**src/rtl/core/rcbs_pkg.sv**
```systemverilog
// ----------------------------------------------------------------------------
// rcbs_pkg: shared types and constants for the RC battery switch controller
// Holds the event, battery-state and mode codes, the register indexes and the
// reset values of the configuration registers.
// ----------------------------------------------------------------------------
package rcbs_pkg;

   // Field and register widths that do not vary.
   localparam int PULSE_W     = 8;
   localparam int CONFIRM_W   = 4;
   localparam int LEVEL_CFG_W = 10;
   localparam int CSR_DATA_W  = 10;
   localparam int CSR_INDEX_W = 3;

   // Event kind carried by each input item.
   typedef enum logic [1:0] {
      OP_PULSE      = 2'd0,
      OP_SAMPLE     = 2'd1,
      OP_DISCONNECT = 2'd2,
      OP_TICK       = 2'd3
   } op_type;

   // Aux battery state as reported.
   typedef enum logic [1:0] {
      BS_UNKNOWN = 2'd0,
      BS_BAD     = 2'd1,
      BS_WARN    = 2'd2,
      BS_OK      = 2'd3
   } bstate_type;

   // Switch mode requested by the RC channel.
   typedef enum logic [1:0] {
      MODE_NONE = 2'd0,
      MODE_MAIN = 2'd1,
      MODE_AUX  = 2'd2,
      MODE_OFF  = 2'd3
   } mode_type;

   // Configuration register indexes.
   localparam logic [CSR_INDEX_W-1:0] CSR_PULSE_MIN     = 3'd0;
   localparam logic [CSR_INDEX_W-1:0] CSR_PULSE_MAX     = 3'd1;
   localparam logic [CSR_INDEX_W-1:0] CSR_MID_START     = 3'd2;
   localparam logic [CSR_INDEX_W-1:0] CSR_HIGH_ABOVE    = 3'd3;
   localparam logic [CSR_INDEX_W-1:0] CSR_CONFIRM_COUNT = 3'd4;
   localparam logic [CSR_INDEX_W-1:0] CSR_MIN_LEVEL     = 3'd5;
   localparam logic [CSR_INDEX_W-1:0] CSR_STABLE_TOL    = 3'd6;

   // Reset values of the configuration registers.
   localparam logic [PULSE_W-1:0]     RST_PULSE_MIN     = 8'd15;
   localparam logic [PULSE_W-1:0]     RST_PULSE_MAX     = 8'd42;
   localparam logic [PULSE_W-1:0]     RST_MID_START     = 8'd25;
   localparam logic [PULSE_W-1:0]     RST_HIGH_ABOVE    = 8'd32;
   localparam logic [CONFIRM_W-1:0]   RST_CONFIRM_COUNT = 4'd5;
   localparam logic [LEVEL_CFG_W-1:0] RST_MIN_LEVEL     = 10'd167;
   localparam logic [LEVEL_CFG_W-1:0] RST_STABLE_TOL    = 10'd2;

endpackage

```
**src/rtl/core/rcbs_req_if.sv**
```systemverilog
// ----------------------------------------------------------------------------
// rcbs_req_if: input event channel
// Valid/ready channel carrying one event item: its kind, an RC pulse width and
// an aux battery sample.
// ----------------------------------------------------------------------------
interface rcbs_req_if #(
   parameter int SAMPLE_BITS = 10
);
   import rcbs_pkg::*;

   logic                   valid;
   logic                   ready;
   logic [1:0]             op;
   logic [PULSE_W-1:0]     pulse_width;
   logic [SAMPLE_BITS-1:0] voltage_sample;

   modport source (output valid, output op, output pulse_width, output voltage_sample,
                   input ready);
   modport sink   (input valid, input op, input pulse_width, input voltage_sample,
                   output ready);
endinterface

```
**src/rtl/core/rcbs_rsp_if.sv**
```systemverilog
// ----------------------------------------------------------------------------
// rcbs_rsp_if: result channel
// Valid/ready channel carrying one result item: the switch outputs and the
// battery and mode status.
// ----------------------------------------------------------------------------
interface rcbs_rsp_if;
   logic       valid;
   logic       ready;
   logic       aux_selected;
   logic       supply_on;
   logic       warn_led_on;
   logic [1:0] battery_state;
   logic [1:0] mode_applied;

   modport source (output valid, output aux_selected, output supply_on,
                   output warn_led_on, output battery_state, output mode_applied,
                   input ready);
   modport sink   (input valid, input aux_selected, input supply_on,
                   input warn_led_on, input battery_state, input mode_applied,
                   output ready);
endinterface

```
**src/rtl/core/rc_battery_switch_controller.sv**
```systemverilog
// ----------------------------------------------------------------------------
// rc_battery_switch_controller
// Switches a load between main and aux battery and gates the 12V supply from
// RC pulse widths, and tracks the aux battery state from ADC samples.
// ----------------------------------------------------------------------------
//
//  Channel | Direction | Handshake      | Contents
//  --------+-----------+----------------+---------------------------------------
//  req     | in        | valid / ready  | op, pulse_width, voltage_sample
//  rsp     | out       | valid / ready  | aux_selected, supply_on, warn_led_on,
//          |           |                | battery_state, mode_applied
//  csr     | in        | csr_wr_en      | csr_index, csr_wdata (write only)
//
//  One item per cycle sustained while rsp keeps taking results; an item's result
//  passes the input register, then the result register, before it can be taken.
//  The sample window, collapse and stability checks and the divide by three are
//  done in front of the input register; the level compares behind it.
//  Reset is synchronous and restores the default register values; no clearing
//  pass is needed, so the block takes items as soon as reset is released.
//  A stalled rsp holds the input register; req stalls only when both are full.
//
module rc_battery_switch_controller #(
   parameter int SAMPLE_BITS = 10
) (
   input  logic                                clock,
   input  logic                                reset,
   rcbs_req_if.sink                            req,
   rcbs_rsp_if.source                          rsp,
   input  logic                                csr_wr_en,
   input  logic [rcbs_pkg::CSR_INDEX_W-1:0]    csr_index,
   input  logic [rcbs_pkg::CSR_DATA_W-1:0]     csr_wdata
);
   import rcbs_pkg::*;

   // Widths derived from the sample width.
   localparam int SW     = SAMPLE_BITS;
   localparam int LW     = (SW > LEVEL_CFG_W) ? SW : LEVEL_CFG_W;
   localparam int SUM_W  = SW + 2;
   localparam int K3     = SUM_W + 2;
   localparam int DIV3_M = ((2 ** K3) + 2) / 3;
   localparam int X_W    = SW + 2;
   localparam int K5     = X_W + 2;
   localparam int DIV5_M = ((2 ** K5) + 4) / 5;

   // Configuration registers.
   logic [PULSE_W-1:0]     pmin_ff, pmax_ff, mid_ff, high_ff;
   logic [CONFIRM_W-1:0]   confirm_ff;
   logic [LEVEL_CFG_W-1:0] minlvl_ff, tol_ff;

   // Handshake and pipeline control.
   logic accept, advance;
   logic s1_valid_ff, s1_valid_in;
   logic rsp_valid_ff, rsp_valid_in;

   // Input register.
   op_type            s1_op_ff;
   logic [PULSE_W-1:0] s1_pulse_ff;
   logic              s1_collapse_ff, s1_collapse_in;
   logic              s1_stable_ff, s1_stable_in;
   logic [SW-1:0]     s1_avg_ff, s1_avg_in;

   // Sample window.
   logic [SW-1:0] hist0_ff, hist1_ff;
   logic [SW-1:0] smp_a, smp_hi, smp_lo;
   logic [SUM_W-1:0] smp_sum;
   logic [SUM_W+K3-2:0] prod3;

   // Controller state; the drive bits, battery state and mode double as the result register.
   mode_type             mode_ff, mode_in, pend_ff, pend_in;
   logic [CONFIRM_W-1:0] conf_ff, conf_in;
   bstate_type           bstate_ff, bstate_in;
   logic [LW-1:0]        fall_ff, fall_in;
   logic [SW-1:0]        warnlvl_ff, warnlvl_in;
   logic                 aux_ff, aux_in, supply_ff, supply_in, led_ff, led_in;

   // Behind the input register.
   logic [CONFIRM_W-1:0] confirm_load;
   logic                 pulse_bad;
   mode_type             want_mode;
   logic [SW-1:0]        fb_raw;
   logic [LW-1:0]        avg_l, fb_raw_l, minlvl_l;
   logic [SW:0]          warn_p1;
   logic [X_W+K5-2:0]    prod5;
   bstate_type           target;
   logic                 drive_upd;

   // Configuration writes.
   always_ff @(posedge clock) begin
      if (reset) begin
         pmin_ff    <= RST_PULSE_MIN;
         pmax_ff    <= RST_PULSE_MAX;
         mid_ff     <= RST_MID_START;
         high_ff    <= RST_HIGH_ABOVE;
         confirm_ff <= RST_CONFIRM_COUNT;
         minlvl_ff  <= RST_MIN_LEVEL;
         tol_ff     <= RST_STABLE_TOL;
      end else if (csr_wr_en) begin
         unique case (csr_index)
            CSR_PULSE_MIN:     pmin_ff    <= csr_wdata[PULSE_W-1:0];
            CSR_PULSE_MAX:     pmax_ff    <= csr_wdata[PULSE_W-1:0];
            CSR_MID_START:     mid_ff     <= csr_wdata[PULSE_W-1:0];
            CSR_HIGH_ABOVE:    high_ff    <= csr_wdata[PULSE_W-1:0];
            CSR_CONFIRM_COUNT: confirm_ff <= csr_wdata[CONFIRM_W-1:0];
            CSR_MIN_LEVEL:     minlvl_ff  <= csr_wdata[LEVEL_CFG_W-1:0];
            CSR_STABLE_TOL:    tol_ff     <= csr_wdata[LEVEL_CFG_W-1:0];
            default: ;
         endcase
      end
   end

   // Handshake: the input register moves on when the result register is free
   // or being emptied in the same cycle.
   assign advance      = s1_valid_ff && (!rsp_valid_ff || rsp.ready);
   assign req.ready    = !s1_valid_ff || advance;
   assign accept       = req.valid && req.ready;
   assign s1_valid_in  = accept ? 1'b1 : (advance ? 1'b0 : s1_valid_ff);
   assign rsp_valid_in = advance ? 1'b1 : (rsp.ready ? 1'b0 : rsp_valid_ff);

   // Window of the newest three samples: zero counts as one.
   assign minlvl_l = LW'(minlvl_ff);
   always_comb begin
      smp_a = (req.voltage_sample == '0) ? SW'(1) : req.voltage_sample;
      smp_hi = (smp_a > hist0_ff) ? smp_a : hist0_ff;
      if (hist1_ff > smp_hi) begin
         smp_hi = hist1_ff;
      end
      smp_lo = (smp_a < hist0_ff) ? smp_a : hist0_ff;
      if (hist1_ff < smp_lo) begin
         smp_lo = hist1_ff;
      end
      s1_collapse_in = LW'(smp_hi) < (minlvl_l >> 1);
      s1_stable_in   = LW'(smp_hi - smp_lo) <= LW'(tol_ff);
      smp_sum        = SUM_W'(smp_a) + SUM_W'(hist0_ff) + SUM_W'(hist1_ff);
   end

   // Divide the sum by three with a reciprocal multiply.
   assign prod3     = (SUM_W + K3 - 1)'(smp_sum) * (SUM_W + K3 - 1)'(DIV3_M);
   assign s1_avg_in = prod3[K3 +: SW];

   // Input register and sample history.
   always_ff @(posedge clock) begin
      if (reset) begin
         s1_valid_ff <= 1'b0;
         hist0_ff    <= '0;
         hist1_ff    <= '0;
      end else begin
         s1_valid_ff <= s1_valid_in;
         if (accept && (op_type'(req.op) == OP_SAMPLE)) begin
            hist1_ff <= hist0_ff;
            hist0_ff <= smp_a;
         end
      end
   end

   always_ff @(posedge clock) begin
      if (accept) begin
         s1_op_ff       <= op_type'(req.op);
         s1_pulse_ff    <= req.pulse_width;
         s1_collapse_ff <= s1_collapse_in;
         s1_stable_ff   <= s1_stable_in;
         s1_avg_ff      <= s1_avg_in;
      end
   end

   // Pulse classification; a confirm count of zero acts as one.
   assign confirm_load = (confirm_ff == '0) ? CONFIRM_W'(1) : confirm_ff;
   assign pulse_bad    = (s1_pulse_ff < pmin_ff) || (s1_pulse_ff > pmax_ff);
   assign want_mode    = (s1_pulse_ff > high_ff) ? MODE_OFF :
                         ((s1_pulse_ff >= mid_ff) ? MODE_AUX : MODE_MAIN);

   // Levels latched from the first stable reading: 75 % (at least the minimum level) and 80 %.
   assign avg_l    = LW'(s1_avg_ff);
   assign fb_raw   = s1_avg_ff - (s1_avg_ff >> 2);
   assign fb_raw_l = LW'(fb_raw);
   assign prod5    = (X_W + K5 - 1)'({s1_avg_ff, 2'b00}) * (X_W + K5 - 1)'(DIV5_M);
   assign warn_p1  = (SW + 1)'(warnlvl_ff) + (SW + 1)'(1);

   // Next controller state for the item in the input register.
   always_comb begin
      mode_in    = mode_ff;
      pend_in    = pend_ff;
      conf_in    = conf_ff;
      bstate_in  = bstate_ff;
      fall_in    = fall_ff;
      warnlvl_in = warnlvl_ff;
      aux_in     = aux_ff;
      supply_in  = supply_ff;
      led_in     = led_ff;
      target     = bstate_ff;
      drive_upd  = 1'b0;
      if (advance) begin
         unique case (s1_op_ff)
            OP_PULSE: begin
               // A missing measurement is ignored; an out-of-range one only
               // restarts a countdown that is already running.
               if (s1_pulse_ff != '0) begin
                  if (pulse_bad) begin
                     if (conf_ff != '0) begin
                        conf_in = confirm_load;
                     end
                  end else if (want_mode == pend_ff) begin
                     if (conf_ff != '0) begin
                        conf_in = conf_ff - CONFIRM_W'(1);
                        if (conf_ff == CONFIRM_W'(1)) begin
                           mode_in   = pend_ff;
                           drive_upd = 1'b1;
                        end
                     end
                  end else begin
                     pend_in = want_mode;
                     conf_in = confirm_load;
                  end
               end
            end
            OP_SAMPLE: begin
               if (s1_collapse_ff) begin
                  target     = BS_BAD;
                  fall_in    = '0;
                  warnlvl_in = '0;
               end else if (s1_stable_ff) begin
                  priority if (avg_l < minlvl_l) begin
                     target = BS_BAD;
                  end else if (fall_ff == '0) begin
                     fall_in    = (fb_raw_l > minlvl_l) ? fb_raw_l : minlvl_l;
                     warnlvl_in = prod5[K5 +: SW];
                  end else if (avg_l <= fall_ff) begin
                     target = BS_BAD;
                  end else if (s1_avg_ff <= warnlvl_ff) begin
                     target = BS_WARN;
                  end else if ((SW + 1)'(s1_avg_ff) > warn_p1) begin
                     target = BS_OK;
                  end else if ((bstate_ff == BS_UNKNOWN) || (bstate_ff == BS_BAD)) begin
                     target = BS_OK;
                  end else begin
                     target = bstate_ff;
                  end
               end
            end
            OP_DISCONNECT: begin
               target = BS_BAD;
            end
            OP_TICK: begin
               if (bstate_ff == BS_WARN) begin
                  led_in = !led_ff;
               end
            end
            default: ;
         endcase

         if (target != bstate_ff) begin
            bstate_in = target;
            drive_upd = 1'b1;
         end

         // Switch and LED drive follow a new mode or a new battery state.
         if (drive_upd) begin
            if (mode_in == MODE_OFF) begin
               aux_in    = 1'b0;
               supply_in = 1'b0;
            end else if ((mode_in == MODE_AUX) &&
                         ((bstate_in == BS_WARN) || (bstate_in == BS_OK))) begin
               aux_in    = 1'b1;
               supply_in = 1'b1;
            end else begin
               aux_in    = 1'b0;
               supply_in = 1'b1;
            end
            if (bstate_in == BS_OK) begin
               led_in = 1'b0;
            end else if (bstate_in != BS_WARN) begin
               led_in = 1'b1;
            end
         end
      end
   end

   // Controller state and result valid.
   always_ff @(posedge clock) begin
      if (reset) begin
         rsp_valid_ff <= 1'b0;
         mode_ff      <= MODE_NONE;
         pend_ff      <= MODE_NONE;
         conf_ff      <= '0;
         bstate_ff    <= BS_UNKNOWN;
         fall_ff      <= '0;
         warnlvl_ff   <= '0;
         aux_ff       <= 1'b0;
         supply_ff    <= 1'b1;
         led_ff       <= 1'b0;
      end else begin
         rsp_valid_ff <= rsp_valid_in;
         mode_ff      <= mode_in;
         pend_ff      <= pend_in;
         conf_ff      <= conf_in;
         bstate_ff    <= bstate_in;
         fall_ff      <= fall_in;
         warnlvl_ff   <= warnlvl_in;
         aux_ff       <= aux_in;
         supply_ff    <= supply_in;
         led_ff       <= led_in;
      end
   end

   // The state only moves when a result is loaded, so it is the result item.
   assign rsp.valid         = rsp_valid_ff;
   assign rsp.aux_selected  = aux_ff;
   assign rsp.supply_on     = supply_ff;
   assign rsp.warn_led_on   = led_ff;
   assign rsp.battery_state = bstate_ff;
   assign rsp.mode_applied  = mode_ff;

   // Once a mode has been applied there is always one.
   a_mode_sticks: assert property (@(posedge clock) disable iff (reset)
      (mode_ff != MODE_NONE) |=> (mode_ff != MODE_NONE))
      else $error("applied mode went back to none");

   // A result waiting to be taken must not change under the consumer.
   a_state_holds: assert property (@(posedge clock) disable iff (reset)
      (rsp_valid_ff && !rsp.ready) |=>
         ($stable(bstate_ff) && $stable(mode_ff) && $stable(led_ff) && $stable(aux_ff)))
      else $error("status changed while a result item was stalled");

   // The aux battery is only selected in aux mode with a usable battery.
   a_aux_needs_mode: assert property (@(posedge clock) disable iff (reset)
      aux_ff |-> ((mode_ff == MODE_AUX) && ((bstate_ff == BS_WARN) || (bstate_ff == BS_OK))
                  && supply_ff))
      else $error("aux selected outside aux mode or with a bad battery");

   // The 12V supply is off exactly in 12V-off mode once the drive has caught up.
   a_supply_off_mode: assert property (@(posedge clock) disable iff (reset)
      !supply_ff |-> (mode_ff == MODE_OFF))
      else $error("supply off while not in 12V-off mode");

endmodule
```
**src/flat_wrapper.sv**
```systemverilog
// flat-port wrapper written by rule: the top's interface ports become plain ports
module rc_battery_switch_controller_flat import rcbs_pkg::*;
#(
   parameter int SAMPLE_BITS = 10
)
  (clock, reset, csr_wr_en, csr_index, csr_wdata, req_valid, req_op, req_pulse_width, req_voltage_sample, req_ready, rsp_valid, rsp_aux_selected, rsp_supply_on, rsp_warn_led_on, rsp_battery_state, rsp_mode_applied, rsp_ready);
  rcbs_req_if #(.SAMPLE_BITS(SAMPLE_BITS)) req_i ();
  rcbs_rsp_if rsp_i ();
  input  logic clock;
  input  logic reset;
  input  logic csr_wr_en;
  input  logic [rcbs_pkg::CSR_INDEX_W-1:0] csr_index;
  input  logic [rcbs_pkg::CSR_DATA_W-1:0] csr_wdata;
  input wire logic [$bits(req_i.valid)-1:0] req_valid;
  input wire logic [$bits(req_i.op)-1:0] req_op;
  input wire logic [$bits(req_i.pulse_width)-1:0] req_pulse_width;
  input wire logic [$bits(req_i.voltage_sample)-1:0] req_voltage_sample;
  output wire logic [$bits(req_i.ready)-1:0] req_ready;
  output wire logic [$bits(rsp_i.valid)-1:0] rsp_valid;
  output wire logic [$bits(rsp_i.aux_selected)-1:0] rsp_aux_selected;
  output wire logic [$bits(rsp_i.supply_on)-1:0] rsp_supply_on;
  output wire logic [$bits(rsp_i.warn_led_on)-1:0] rsp_warn_led_on;
  output wire logic [$bits(rsp_i.battery_state)-1:0] rsp_battery_state;
  output wire logic [$bits(rsp_i.mode_applied)-1:0] rsp_mode_applied;
  input wire logic [$bits(rsp_i.ready)-1:0] rsp_ready;
  assign req_i.valid = req_valid;
  assign req_i.op = req_op;
  assign req_i.pulse_width = req_pulse_width;
  assign req_i.voltage_sample = req_voltage_sample;
  assign req_ready = req_i.ready;
  assign rsp_valid = rsp_i.valid;
  assign rsp_aux_selected = rsp_i.aux_selected;
  assign rsp_supply_on = rsp_i.supply_on;
  assign rsp_warn_led_on = rsp_i.warn_led_on;
  assign rsp_battery_state = rsp_i.battery_state;
  assign rsp_mode_applied = rsp_i.mode_applied;
  assign rsp_i.ready = rsp_ready;
  rc_battery_switch_controller #(.SAMPLE_BITS(SAMPLE_BITS)) u_core (.clock(clock), .reset(reset), .req(req_i), .rsp(rsp_i), .csr_wr_en(csr_wr_en), .csr_index(csr_index), .csr_wdata(csr_wdata));
endmodule
```
**config.mk**
```make
export PLATFORM = sky130hd
export DESIGN_NAME = rc_battery_switch_controller_flat
export DESIGN_NICKNAME = d
export VERILOG_FILES = /design/src/rtl/core/rcbs_pkg.sv /design/src/rtl/core/rcbs_req_if.sv /design/src/rtl/core/rcbs_rsp_if.sv /design/src/rtl/core/rc_battery_switch_controller.sv /design/src/flat_wrapper.sv
export SDC_FILE = /design/constraint.sdc
export NUM_CORES = 1
export LEC_CHECK = 0
export BUFFER_PORTS_ARGS = -buffer_cell sky130_fd_sc_hd__buf_2
export CORE_ASPECT_RATIO = 1.25
export CORE_MARGIN = 1.5
export CORE_UTILIZATION = 55
export CTS_BUF_LIST = sky130_fd_sc_hd__clkbuf_8
export DETAILED_ROUTE_END_ITERATION = 7
export GPL_TIMING_DRIVEN = 0
export PLACE_DENSITY = 0.71
export SLEW_MARGIN = 20
export SYNTH_ARGS = -nofsm -noshare
export SYNTH_HDL_FRONTEND = slang
export SYNTH_SLANG_ARGS = --single-unit
```
**constraint.sdc**
```tcl
create_clock -name clock -period 22.4 [get_ports clock]
set_input_delay 0 -clock clock [delete_from_list [all_inputs] [get_ports clock]]
set_output_delay 0 -clock clock [all_outputs]
set_load 0.005 [all_outputs]
```
==> run metrics, run 1 <==
xor and xnor area share after synthesis 0.0361; outcome complete, no violations; unique cell type count in the Yosys netlist 78; via count 12.4k; vias in the first global route 12.4k; largest net degree at the start of global routing 25; Compound-Gate Fraction of Synth Area 0.161; Hold Path Sink u_core.tol_ff[9]; synth top area cells ha_1, dfxtp_1, fa_1, inv_1, nand2_1; cts repair resizes 0; syn_area_per_cell 8.44 um^2; Root Buffer clkbuf_8; GRT Residual Overflow 0; hold wc startpoint csr_index[2]; DR vias/cell 5.61; chip height 186 um; min cycle time layout 8.75 ns; EDFF count, synth 22; ANT cells 0; Reg2Reg Depth 33; Worst-Skew Late Latency 0.46 ns; largest family of logic cells by synthesized area adder cells; PortBufs 46; path type of the worst min-delay path input pin to flip-flop; Max Buffers Root-to-Sink 2; adder and majority gate portion of the synthesized area 0.358; endpoint type of the worst setup path flip-flop; Buf/Inv on CP 8; fin nets 2275; most used cell, CP inv_1; Cell Area, Synth 14800 um^2; detailed-route wire length per cell 16.4 um; Max Cap Viol 0; Pre-antenna DRT Iters 5; clk slew on worst S/H paths 0.08 ns; YS warnings 0; Crit path max-delay family adder cells; FFs w/ async S/R, synth 0; critical path arrival 8.95 ns; GP Congestion 0.910; CP peak stage delay 0.57 ns; WP data required 22.60 ns; gr usage total 0.267; # IOs 47; cell taking the most area after synthesis ha_1; share of the synthesized area in the top cell type 0.264; headroom to the max-slew limit 0.414; sequential fraction of the synthesis area 0.195; kind of critical path input pin to flip-flop; clock sink count 133; post-route ant nets 0; TritonCTS clock tree done; Synth-to-Final Area Change 9.21%; Post-Synth Simple-Gate Area 0.137; fin area 16200 um^2; first-pass GRT wire length 59.7 mm; critical path's slowest cell a31oi_1; Slew Limit Fails 0; fmax 114 MHz; cts bufs inserted 17; Post-Synthesis Cells 1755; Worst setup SP type input pin; Least-Margin Pin Slew 0.872 ns; Yosys reg bits 133; antenna violations before repair 0; CTS hold repair buffers 35; Placed Area 15500 um^2; Die W 150 um; FP Rows 66; setup violators final 0; TNS Setup 0 ns; DRC viols 0; core box area 26300 um^2; Initial Utilization 0.564; Die Area 27900 um^2; Initial DRC Count 563; layout cells sized above 1 0.0546; worst r2r src u_core.hist0_ff[1]; Worst R2R End u_core.avg_l[9]; wirelength, routed 36.2 mm; top-count cell post-synth ha_1; DP HPWL 29.3 mm; Synthesized Nets 2175; most frequent cells after synthesis ha_1, inv_1, nand2_1; Tcrit/Tclk final 0.391; endpoints failing hold 0; FF-to-FF setup slack 14.22 ns; Top FF cell, synth dfxtp_1; Util after Layout 0.616; critical path peak fanout 6; mux contribution to synthesized area 0.0272; CTS H-tree lvls 4; clk_skew 0.0232 ns; # Post-CTS Setup Buffers 0; hold path depth 5; RSZ-0062 raised after global routing no
through the flow:
step / cells / worst slack [ns] / hold WS [ns]
2_1_floorplan: 1755 / 15.06 / 0.0989
3_3_place_gp: 2141 / 13.82 / 0.177
3_5_place_dp: 2141 / 13.71 / 0.179
4_1_cts: 2208 / 13.66 / 0.000405
5_1_grt: 2208 / 12.81 / 0.0275
6_report: 2208 / 13.65 / 0.0285
worst reg2reg max path: cells and delay by family (launching register included):
family,cells,cell delay [ns]
fa+ha+maj,8,3.15
buf+inv,5,0.35
compound gates,13,2.72
flops,1,0.49
xor+xnor,3,0.72
simple gates,4,0.51
cell type report:
class                           count  area, um^2
Multi-Input combinational cell   1290       10700
Clock inverter                     13        95.1
Tap cell                          340         425
Buffer                             41         179
Clock buffer                       19         262
Sequential cell                   133        2880
Fill cell                        2352       10100
Inverter                          291        1090
Timing Repair Buffer               81         581
cell usage in the layout, fill, tap and decap left out, types with 5 or more instances in the layout:
cell type	instances
a211oi_1	15
a21boi_0	5
a21o_1	39
a21oi_1	130
a31oi_1	7
and2_1	7
and3_1	8
buf_2	46
clkbuf_1	36
clkbuf_8	19
dfxtp_1	111
dlygate4sd3_1	35
edfxtp_1	22
fa_1	69
ha_1	313
inv_1	291
mux2i_1	38
nand2_1	190
nand2b_1	20
nand3_1	34
nand4_1	15
nor2_1	83
nor2b_1	19
nor3_1	19
nor3b_1	7
nor4_1	6
o211ai_1	25
o21a_1	16
o21ai_0	73
o21bai_1	8
o31ai_1	10
xnor2_1	41
xor2_1	20
per-layer routing:
metal | track usage | share of wire | up-vias
li1 | - | - | 6182
met1 | 0.318 | 0.43 | 5864
met2 | 0.481 | 0.50 | 242
met3 | 0.0328 | 0.032 | 91
met4 | 0.109 | 0.039 | 0
met5 | 0 | 0 | -
worst max-delay path by stage:
stage | startpoint | depth (start not counted) | endpoint
after global placement | req_voltage_sample[8] | 35 | u_core.avg_l[9]
after floorplan | req_voltage_sample[9] | 35 | u_core.avg_l[9]
after global routing | req_voltage_sample[8] | 36 | u_core.avg_l[9]
after detailed placement | req_voltage_sample[8] | 35 | u_core.avg_l[9]
final | req_voltage_sample[8] | 36 | u_core.avg_l[9]
after CTS | req_voltage_sample[8] | 36 | u_core.avg_l[9]
logic make-up (layout without fill, tap and decap cells):
group | count (synthesis) | in the layout
xor gates and xnor gates | 61 | 61
buffers and inverters | 332 | 445
AOI/OAI and AO/OA | 372 | 372
adders and majority gates | 382 | 382
and+or+nand+nor | 435 | 435
DFF | 133 | 133
muxes | 40 | 40
flip-flops by register name, summed over array words and instances, names as in the netlist, 4 cells and up:
register            flops
u_core.mid_ff           8
u_core.confirm_ff       4
u_core.tol_ff          10
u_core.high_ff          8
u_core.minlvl_ff       10
u_core.pmax_ff          8
u_core.avg_l           10
u_core.warnlvl_ff      10
u_core.hist1_ff        10
u_core.fall_ff         10
u_core.conf_ff          4
u_core.s1_pulse_ff      8
u_core.hist0_ff        10
u_core.pmin_ff          8
Power of run 1 is not shown: default switching activity piles up to over one toggle a cycle in this logic, so the estimate is an artifact.
==> inputs of run 2 (changes only) <==
Settings changed: ABC_AREA set to 1.
Clock period 22.4 ns to 8.2 ns, I/O delays scaled along.
==> run 2 against run 1 <==
Via count is 1.4% higher. Synthesized cell count rose by 7.8%. Register-to-register slack lost 14 ns. Count of clock-buffer cells in the layout shrank 2. Critical path depth rose by 5. Sequential cell count did not move.
==> run metrics, run 2 <==
fmax 131 MHz; Slew Limit Fails 0 (unchanged); Synth-to-Final Area Change 10.1%; flip-flop and latch area 2880 um^2 (unchanged); Die W 149 um (-0.53%); # IOs 47 (unchanged); Crit path max-delay family adder cells; multi-input logic area 10100 um^2 (-5.0%); share of the synthesized area in the top cell type 0.267 (+0.00289); Hold Path Sink u_core.tol_ff[1]; Buf/Inv on CP 9 (+1); worst r2r src u_core.hist0_ff[1]; antenna violations before repair 0 (unchanged); Post-Synthesis Cells 1892 (+7.8%); ANT cells 0 (unchanged); FF-to-FF setup slack 0.59 ns (-13.63 ns); cts bufs inserted 17 (unchanged); Top FF cell, synth dfxtp_1; post-route ant nets 0 (unchanged); critical path's slowest cell dlygate4sd3_1; unique cell type count in the Yosys netlist 44 (-44%); critical path peak fanout 4 (-2); max layer used met4; endpoints failing hold 0 (unchanged); filler cell count 2356 (+0.17%); Yosys reg bits 133 (unchanged); endpoint type of the worst setup path flip-flop; DR WL met2 18.3 mm (+0.19%); Die Area 27600 um^2 (-1.1%); GRT Residual Overflow 0 (unchanged); top-count cell post-synth inv_1; min cycle time layout 7.63 ns; Root Buffer clkbuf_8; most frequent cells in the layout inv_1, ha_1, nand2_1; TNS Setup 0 ns (unchanged); gr usage total 0.265 (-0.00276); most used cell, CP inv_1; Non-Filler Instances 2348 (+6.3%); GP Congestion 0.922 (+1.4%); sequential fraction of the synthesis area 0.197 (+0.00213); hold path depth 4 (-1); DP HPWL 28.2 mm (-3.9%); FFs w/ async S/R, synth 0 (unchanged); clk_skew 0.0254 ns (+0.00218 ns); Pre-antenna DRT Iters 5 (unchanged); YS warnings 0 (unchanged); DRC viols 0 (unchanged); PortBufs 46 (unchanged); Worst setup SP type input pin; RSZ-0062 raised after global routing no; headroom to the max-slew limit 0.347 (-0.0671); setup violators final 0 (unchanged); DR vias/cell 5.35 (-4.6%); commonest non-fill, non-tap cell in the layout inv_1; Cells after DPL 2278 (+6.4%); largest net degree at the start of global routing 23 (-8.0%); clock sink count 133 (unchanged); outcome complete, no violations; Tcrit/Tclk final 0.931; EDFF count, synth 22 (unchanged); hold wc startpoint csr_wr_en; CTS H-tree lvls 4 (unchanged); layout cells sized above 1 0.0558 (+0.00117); chip height 185 um (-0.53%); most frequent cells after synthesis inv_1, ha_1, nand2_1; wirelength, routed 34.8 mm (-3.9%); kind of critical path input pin to flip-flop; Worst R2R End u_core.avg_l[9]; worst hold slack 0.0542 ns (+0.0257 ns); detailed-route wire length per cell 14.8 um (-9.7%); path type of the worst min-delay path input pin to flip-flop; Max Buffers Root-to-Sink 2 (unchanged); WP data required 8.39 ns (-14.21 ns); Synthesized Nets 2312 (+6.3%); CP peak stage delay 0.54 ns (-0.03 ns); first-pass GRT wire length 58.3 mm (-2.4%); Worst-Skew Late Latency 0.47 ns (about the same); via count 12.6k (+1.4%); syn_area_per_cell 7.74 um^2 (-8.2%); critical path arrival 7.82 ns (-1.13 ns); TritonCTS clock tree done; routed length on met3 1.20 mm (+4.9%); fin nets 2415 (+6.2%); cell taking the most area after synthesis ha_1; Least-Margin Pin Slew 0.979 ns (+0.107 ns); Initial Utilization 0.561 (-0.00257); core box area 26100 um^2 (-0.63%); synth top area cells ha_1, dfxtp_1, inv_1, fa_1, nand2_1; vias in the first global route 12.7k (+2.5%); Reg2Reg Depth 38 (+15%); Initial DRC Count 481 (-15%); Cell Area, Synth 14600 um^2 (-1.1%); clk slew on worst S/H paths 0.08 ns (about the same); FP Rows 66 (unchanged); met1 wire length 14.3 mm (-6.9%); Max Cap Viol 0 (unchanged)
==> run 2: cell count changes after synthesis, sizes merged, moves of 36 or more <==
| cell | previous run | this run |
|---|---|---|
| inv | 291 | 392 |
| o21ai | 76 | 138 |
| a21o | 40 | 4 |
| a21oi | 130 | 182 |
| mux2i | 38 | 0 |
| nand2 | 190 | 283 |
==> run 2: stage by stage <==
| step | util | instance area [um^2] | setup WS, ns |
|---|---|---|---|
| CTS | 0.617 | 16100 | 0.0648 |
| global route | 0.618 | 16100 | 0.0192 |
| floorplan | - | 14600 | 1.27 |
| detailed placement | 0.586 | 15300 | 0.180 |
| global placement | 0.586 | 15300 | 0.265 |
| finish | 0.618 | 16100 | 0.567 |
==> run 2: what timing repair did <==
item	CTS	global route
endpoints found under the setup margin	0	6
endpoints found under the hold margin	78	1
hold buffers	36	1
setup buffers	0	1
resized for setup	0	5
==> run 2: kinds of logic after synthesis <==
logic type,after synthesis,share of synthesized area
flops,133,0.197
simple gates,486,0.141
xor+xnor,58,0.0347
fa+ha+maj,382,0.362
compound gates,401,0.153
buf+inv,432,0.113
==> run 2: layer usage <==
layer | vias up | global-route usage
met1 | 5802 | 0.300
li1 | 6412 | -
met2 | 268 | 0.503
met3 | 72 | 0.0277
met5 | - | 0
met4 | 0 | 0.104
==> run 2: worst reg2reg max path, delay by kind of cell, from the launching register on <==
kind / cells / cell delay [ns]
buf+inv: 8 / 0.60
simple gates: 6 / 0.41
fa+ha+maj: 8 / 3.14
flops: 1 / 0.46
xor+xnor: 3 / 0.56
compound gates: 13 / 2.15
==> run 2: worst max path at each step <==
stage                          startpoint               to  slack [ns]  cells after the start
global placement    req_voltage_sample[3]  u_core.avg_l[9]        0.27                     40
global route        req_voltage_sample[3]  u_core.avg_l[9]        0.02                     41
CTS                 req_voltage_sample[3]  u_core.avg_l[9]        0.06                     41
detailed placement  req_voltage_sample[3]  u_core.avg_l[9]        0.18                     40
floorplan              u_core.hist0_ff[1]  u_core.avg_l[9]        1.27                     38
finish              req_voltage_sample[3]  u_core.avg_l[9]        0.57                     41
==> run 2: cell type report <==
class                   instances  area share
multi-input cells            1327       0.628
clock buffers                  17      0.0145
plain buffers                  39      0.0109
repair buffers                 84      0.0377
flip-flops and latches        133       0.179
clock inverters                15      0.0129
well taps                     340      0.0264
inverters                     393      0.0914
Power of run 2 is left out for the same reason.
